[src/hw/rtl/gibt_pkg.sv]
// ----------------------------------------------------------------------------
// gibt_pkg
// Shared types and constants of the greedy IoU box tracker.
// ----------------------------------------------------------------------------
`default_nettype none

package gibt_pkg;

    localparam int MAX_RESULTS = 16;
    localparam int RES_CW      = 5;
    localparam int DW          = 20;
    localparam int MW          = 2 * DW;
    localparam int PW          = 2 * MW;

    localparam logic [31:0] KEEP_MIN_MS   = 32'd4000;
    localparam logic [31:0] SHOW_MS       = 32'd1000;
    localparam logic [31:0] COAST_MS      = 32'd200;
    localparam logic [7:0]  MIN_SIGHTINGS = 8'd3;
    localparam logic [7:0]  MAX_SIGHTINGS = 8'd255;
    localparam logic [13:0] WINDOW_MIN    = 14'd1000;
    localparam logic [13:0] WINDOW_MAX    = 14'd10000;
    localparam logic [13:0] WINDOW_RESET  = 14'd3000;

    typedef struct packed {
        logic [15:0] left;
        logic [15:0] top;
        logic [15:0] width;
        logic [15:0] height;
    } box_t;

    typedef struct packed {
        logic [31:0] ident;
        box_t        box;
        logic [15:0] score;
        logic [31:0] seen;
        logic [7:0]  sight;
    } slot_t;

    typedef struct packed {
        logic          start;
        logic [MW-1:0] a;
        logic [MW-1:0] b;
    } mul_req_t;

    typedef struct packed {
        logic          busy;
        logic          done;
        logic [PW-1:0] prod;
    } mul_rsp_t;

    typedef struct packed {
        logic [31:0] track_number;
        box_t        box;
        logic [15:0] score;
        logic        coasting;
        logic        nothing_shown;
        logic        table_full;
        logic        last;
    } res_t;

endpackage

`default_nettype wire

[src/hw/rtl/gibt_mul.sv]
// ----------------------------------------------------------------------------
// gibt_mul
// Shared multiplier: one digit by one digit partial product per cycle.
// ----------------------------------------------------------------------------
`default_nettype none

module gibt_mul import gibt_pkg::*;
(
    input  logic     clk,
    input  logic     rst_n,
    input  mul_req_t req,
    output mul_rsp_t rsp
);

    logic          busy_reg, busy_next;
    logic          done_reg, done_next;
    logic [1:0]    cnt_reg, cnt_next;
    logic [MW-1:0] a_reg;
    logic [MW-1:0] b_reg;
    logic [PW-1:0] acc_reg;
    logic [DW-1:0] a_dig;
    logic [DW-1:0] b_dig;
    logic [MW-1:0] pp;
    logic [PW-1:0] pp_sh;

    always_comb
    begin
        a_dig = cnt_reg[1] ? a_reg[MW-1:DW] : a_reg[DW-1:0];
        b_dig = cnt_reg[0] ? b_reg[MW-1:DW] : b_reg[DW-1:0];
        pp    = a_dig * b_dig;
        case ({1'b0, cnt_reg[1]} + {1'b0, cnt_reg[0]})
            2'd0:    pp_sh = PW'(pp);
            2'd1:    pp_sh = PW'(pp) << DW;
            default: pp_sh = PW'(pp) << (2 * DW);
        endcase
    end

    always_comb
    begin
        busy_next = busy_reg;
        done_next = 1'b0;
        cnt_next  = cnt_reg;
        if (req.start && !busy_reg)
        begin
            busy_next = 1'b1;
            cnt_next  = 2'd0;
        end
        else if (busy_reg)
        begin
            cnt_next = cnt_reg + 2'd1;
            if (cnt_reg == 2'd3)
            begin
                busy_next = 1'b0;
                done_next = 1'b1;
            end
        end
    end

    always_ff @(posedge clk or negedge rst_n)
    begin
        if (!rst_n)
        begin
            busy_reg <= 1'b0;
            done_reg <= 1'b0;
            cnt_reg  <= 2'd0;
        end
        else
        begin
            busy_reg <= busy_next;
            done_reg <= done_next;
            cnt_reg  <= cnt_next;
        end
    end

    always_ff @(posedge clk)
    begin
        if (req.start && !busy_reg)
        begin
            a_reg   <= req.a;
            b_reg   <= req.b;
            acc_reg <= '0;
        end
        else if (busy_reg)
        begin
            acc_reg <= acc_reg + pp_sh;
        end
    end

    assign rsp.busy = busy_reg;
    assign rsp.done = done_reg;
    assign rsp.prod = acc_reg;

endmodule

`default_nettype wire

[config.mk]
export PLATFORM = sky130hd
export DESIGN_NAME = gibt_mul
export DESIGN_NICKNAME = d
export VERILOG_FILES = /design/src/hw/rtl/gibt_pkg.sv /design/src/hw/rtl/gibt_mul.sv
export SDC_FILE = /design/constraint.sdc
export NUM_CORES = 1
export LEC_CHECK = 0
export ABC_AREA = 1
export BUFFER_PORTS_ARGS = -buffer_cell sky130_fd_sc_hd__buf_2
export CAP_MARGIN = 0
export CORE_MARGIN = 2
export CORE_UTILIZATION = 65
export CTS_CLUSTER_SIZE = 12
export DETAILED_ROUTE_END_ITERATION = 8
export PLACE_DENSITY = 0.85
export SLEW_MARGIN = 20
export SYNTH_ARGS = -nofsm -noshare
export SYNTH_HDL_FRONTEND = slang
export SYNTH_SLANG_ARGS = --single-unit
[constraint.sdc]
create_clock -name clk -period 14.1 [get_ports clk]
set_input_delay 0.705 -clock clk [delete_from_list [all_inputs] [get_ports clk]]
set_output_delay 0.705 -clock clk [all_outputs]
set_load 0.005 [all_outputs]
# Yosys cells after proc, flatten, opt, wreduce, memory -nomap -nowiden
# Cells that the tools add are included.
[totals]
reg_bits = 164
latchBits = 0
mem_bits_rw = 0
rom_bits = 0
input_bits = 83
output_inout_bits = 82
elab_cells = 27
mem_count = 0
[classes]
addsub = 3
mul = 1
div = 0
order_cmp = 0
n_eq_ne = 2
n_shift = 0
muxes = 11
bitwise_logic = 0
reduce_logical = 4
[op_table]
columns = ["operator", "count"]
rows = [
  ["$pmux W80 S2", 1],
  ["$add A80 B80 Y80", 1],
  ["$mul A20 B20 Y40", 1],
  ["$mux W20", 2],
  ["$mux W1", 6],
  ["$mux W2", 2],
  ["$add A1 B1 Y2", 1],
  ["$add A2 B1 Y2 const B", 1],
  ["$eq A2 B1 Y1 const B", 1],
  ["$eq A2 B2 Y1 const B", 1],
  ["$logic_not A2 Y1", 1],
  ["$reduce_bool A2 Y1", 1],
  ["$logic_and A1 B1 Y1", 1],
  ["$logic_not A1 Y1", 1],
]

# Logic depth before layout (Yosys ltp)
[depth]
ltp_word = 4
mapped_depth = 50
depth_no_buf = 48

# Worst setup path before layout
# Ideal clock, no wire load.
[synth_path]
path_type = "reg-to-reg"
start = "reg cnt_reg[0]"
end = "reg acc_reg[56]"
setup_ns = 0.114
arrival_time_ns = 7.905
t_required_ns = 13.986
path_slack_ns = 6.081
stages_incl_launch_ff = 41
path_buffers = 2
synth_period_minus_slack_ns = 8.019
cell_sequence = "dfrtp_1 inv_1 clkbuf_1 or2_2 o21ai_0 clkbuf_1 nor2_1 fa_1 inv_1 fa_1 fa_1 inv_1 fa_1 fa_1 fa_1 inv_1 fa_1 inv_1 [5 not listed] a21oi_1 nand3_2 a31oi_1 xor2_1 o22ai_1 ha_1 nand2_1 nor2_1 inv_2 nor2_2 inv_1 nor4_1 nand3b_1 nand2_1 nand2_1 nand2_1 nand3_1 nand2_1"
[synth_via]
elab_chain_len = 4
elab_cells_between_ends = 7
classes_between = "2 x add/sub; 1 x mul; 1 x eq/ne; 2 x mux; 1 x reduce/logical"
[synth_rtl]
columns = ["item", "line", "text"]
rows = [
  ["from (decl)", "gibt_mul.sv:17", "logic [1:0] cnt_reg, cnt_next;"],
  ["from (signal assigned)", "gibt_mul.sv:71", "cnt_reg <= cnt_next;"],
  ["$mux W20 or $add A1 B1 Y2 (tied branches)", "gibt_mul.sv:29, gibt_mul.sv:31", ""],
  ["$mul A20 B20 Y40, or another cell as far along", "gibt_mul.sv:30", "pp = a_dig * b_dig;"],
  ["$pmux W80 S2 (*)", "gibt_mul.sv:31", "case ({1'b0, cnt_reg[1]} + {1'b0, cnt_reg[0]})"],
  ["$add A80 B80 Y80 (*)", "gibt_mul.sv:85", "acc_reg <= acc_reg + pp_sh;"],
  ["to (signal assigned)", "gibt_mul.sv:85", ""],
  ["to (decl)", "gibt_mul.sv:20", "logic [PW-1:0] acc_reg;"],
]
# Every way passes the cells marked *; elsewhere a longest branch is shown, timed or not.
# A chain may end at the register's enable or synchronous reset.

# Final worst setup path
[layout_path]
start = "reg cnt_reg[1]"
end = "reg acc_reg[75]"
[layout_via]
elab_chain_len = 4
elab_cells_between_ends = 7
classes_between = "2 x add/sub; 1 x mul; 1 x eq/ne; 2 x mux; 1 x reduce/logical"
[layout_rtl]
columns = ["item", "line"]
rows = [
  ["$mux W20 or $add A1 B1 Y2 (tied branches)", "gibt_mul.sv:28, gibt_mul.sv:31"],
  ["$mul A20 B20 Y40, or another cell as far along", "gibt_mul.sv:30"],
  ["$pmux W80 S2 (*)", "gibt_mul.sv:31"],
  ["$add A80 B80 Y80 (*)", "gibt_mul.sv:85"],
]
# Marks and branches as above.

==> impl_metrics.json <==
{
  "hp-class": "primary input to flip-flop",
  "finalSetupViolCount": 0,
  "fmax_ghz": 0.0926,
  "synth-seq-area-share": 0.157,
  "syn_inst": 3602,
  "ys_warn_count": 0,
  "synth.top_cells.by_count": "nand2_1 (778), inv_1 (639), nor2_1 (517), fa_1 (321), ha_1 (232)",
  "synth-simple-area-share": 0.250,
  "cts_hold_buf": 1,
  "r2r-end": "acc_reg[75]$_SDFFE_PP0P_",
  "whs_path_depth": 1,
  "synth-compound-area-share": 0.111,
  "synth_cell_type_count": 52,
  "cts_made_buffers": 17,
  "drv_slew": 0,
  "initial_core_util": 0.658,
  "cp_top_family": "adder cells",
  "drtIter0Drc": 3389,
  "drive_gt1_frac": 0.113,
  "syn_area_per_cell_sq_um": 7.24,
  "diodes": 0,
  "ant_nets": 0,
  "status": "finished, final reports clean",
  "synth_xor_area_frac": 0.0121,
  "wirelength_um": 95600,
  "synth_area_leaders": "fa_1 (25%), nand2_1 (11%), ha_1 (11%), edfxtp_1 (9.2%), inv_1 (9.2%)",
  "fin_skew_ns": 0.0307,
  "hpwlAfterDp_um": 77400,
  "async_flop_share": 0.0244,
  "rr_startpoint": "cnt_reg[1]$_DFFE_PN0P_",
  "rr_worst_depth": 39,
  "critPathLaunchType": "flip-flop",
  "slew_headroom": 0.197,
  "drc": 0,
  "fin_tns_setup_ns": 0,
  "yosysTopAreaCell": "fa_1",
  "clock_latency_ns": 0.52,
  "die_y_um": 204,
  "cts.sinks": 164,
  "num-fill-cells": 3258,
  "post_cts_buffers": 0,
  "synth_edf_count": 80,
  "htreeDepth": 4,
  "fin_crit_sh": 0.766,
  "period_needed_ns": 10.80,
  "dr.pass1.iters": 8,
  "rsz0062_at_grt": "no",
  "antenna_found_initial": 2,
  "grt_use_total": 0.466,
  "cts_tree": "done",
  "syn_nets": 4238,
  "hold-path-endpoint": "a_reg[34]$_DFFE_PP_",
  "std_cell_rows": 73,
  "synth_fa_ha_area_frac": 0.358,
  "grt_max_degree": 82,
  "clk_pin_slew_ns": 0.10,
  "cp_data_required_time_ns": 14.54,
  "cpMaxStageDelayCell": "o21ai_0",
  "nets": 4383,
  "ys_seq_elements": 164,
  "clock_path_buffers": 2,
  "max_stage_delay_ns": 0.58,
  "grt_pass1_vias": 25700,
  "critPathBufInv": 9,
  "min-delay-start": "req[74]",
  "io_pins": 165,
  "synth.cell_area_sq_mm": 0.0261,
  "die_w_um": 204,
  "wire_per_inst_um": 22.3,
  "final-seq-area_sq_mm": 0.00411,
  "largest_reg_flops": 80,
  "core_sq_mm": 0.0396,
  "grt_pass1_wl_um": 145000,
  "cts_resized": 0,
  "grt_overflow_total": 0,
  "synthToLayoutAreaGrowth_pct": 8.18,
  "ff2ff_setup_slack_ns": 3.30,
  "viasPerCell": 6.08,
  "worst_pin_slew_ns": 1.20,
  "synth_top_area_share": 0.246,
  "critPathArrivalTime_ns": 11.24,
  "die-area_sq_mm": 0.0418,
  "cap_violations": 0,
  "portBuffers": 164,
  "endpoint_kind": "flip-flop",
  "hold_viol": 0,
  "vias": 26000,
  "hold_slack_ns": 0.356,
  "crit_type": "flip-flop to flip-flop",
  "synthMuxAreaShare": 0.00115,
  "synth_top_flop_cell": "edfxtp_1",
  "gp_congestion": 1.11,
  "crit_fanout": 23,
  "yosysMostFrequentCell": "nand2_1",
  "root_buffer": "clkbuf_16",
  "synth_top_family_by_area": "adder cells",
  "multiInputGateArea_sq_mm": 0.0191
}
==> layer usage <==
layer / GRT usage / part of all wire / vias up
met1: 0.627 / 0.38 / 12200
met2: 0.660 / 0.41 / 1960
li1: - / - / 11500
met3: 0.181 / 0.15 / 411
met4: 0.220 / 0.054 / 4
met5: 0 / 0.00031 / -
==> cell families after synthesis <==
logic type,count (synthesis)
AO/OA/AOI/OAI,513
buffers and inverters,765
adder cells (fa/ha/maj),553
AND/OR/NAND/NOR,1568
XOR/XNOR,36
multiplexers,3
flip-flops,164
==> through the flow <==
| stage | util | std cells | area [sq um] | setup WS, ns |
|---|---|---|---|---|
| floorplan | - | 3602 | 26100 | 6.08 |
| global placement | 0.696 | 4252 | 27600 | 3.92 |
| detailed placement | 0.696 | 4252 | 27600 | 3.75 |
| CTS | 0.712 | 4285 | 28200 | 3.68 |
| global route | 0.712 | 4285 | 28200 | 3.09 |
| finish | 0.712 | 4285 | 28200 | 3.30 |
==> placed cells by master, fill, tap and decap left out, types with 127 or more instances in the layout <==
cell type	synthesis	final
nand2_1	778	778
ha_1	232	232
fa_1	321	321
o21ai_0	135	127
buf_2	8	164
a21oi_1	196	196
inv_1	639	639
nor2_1	517	515
==> final cells by class <==
cell class	instances	share of cell area
clock inverter	15	0.00669
clock buffer	17	0.0151
tap	525	0.0233
inverter	686	0.0912
timing repair buffer	205	0.0401
sequential	164	0.145
multi-input combinational	2673	0.678
==> worst max path at each step <==
stage / from / to / slack, ns / depth (start not counted)
6_report: cnt_reg[1]$_DFFE_PN0P_ / acc_reg[75]$_SDFFE_PP0P_ / 3.30 / 39
3_3_place_gp: cnt_reg[0]$_DFFE_PN0P_ / acc_reg[75]$_SDFFE_PP0P_ / 3.92 / 35
4_1_cts: cnt_reg[0]$_DFFE_PN0P_ / acc_reg[75]$_SDFFE_PP0P_ / 3.68 / 37
2_1_floorplan: cnt_reg[0]$_DFFE_PN0P_ / acc_reg[56]$_SDFFE_PP0P_ / 6.08 / 40
3_5_place_dp: cnt_reg[0]$_DFFE_PN0P_ / acc_reg[75]$_SDFFE_PP0P_ / 3.75 / 37
5_1_grt: cnt_reg[1]$_DFFE_PN0P_ / acc_reg[75]$_SDFFE_PP0P_ / 3.09 / 40
Power is left out: the tool's default activity adds up to more than one toggle a clock period on the data nets, which glitch-free logic cannot reach.
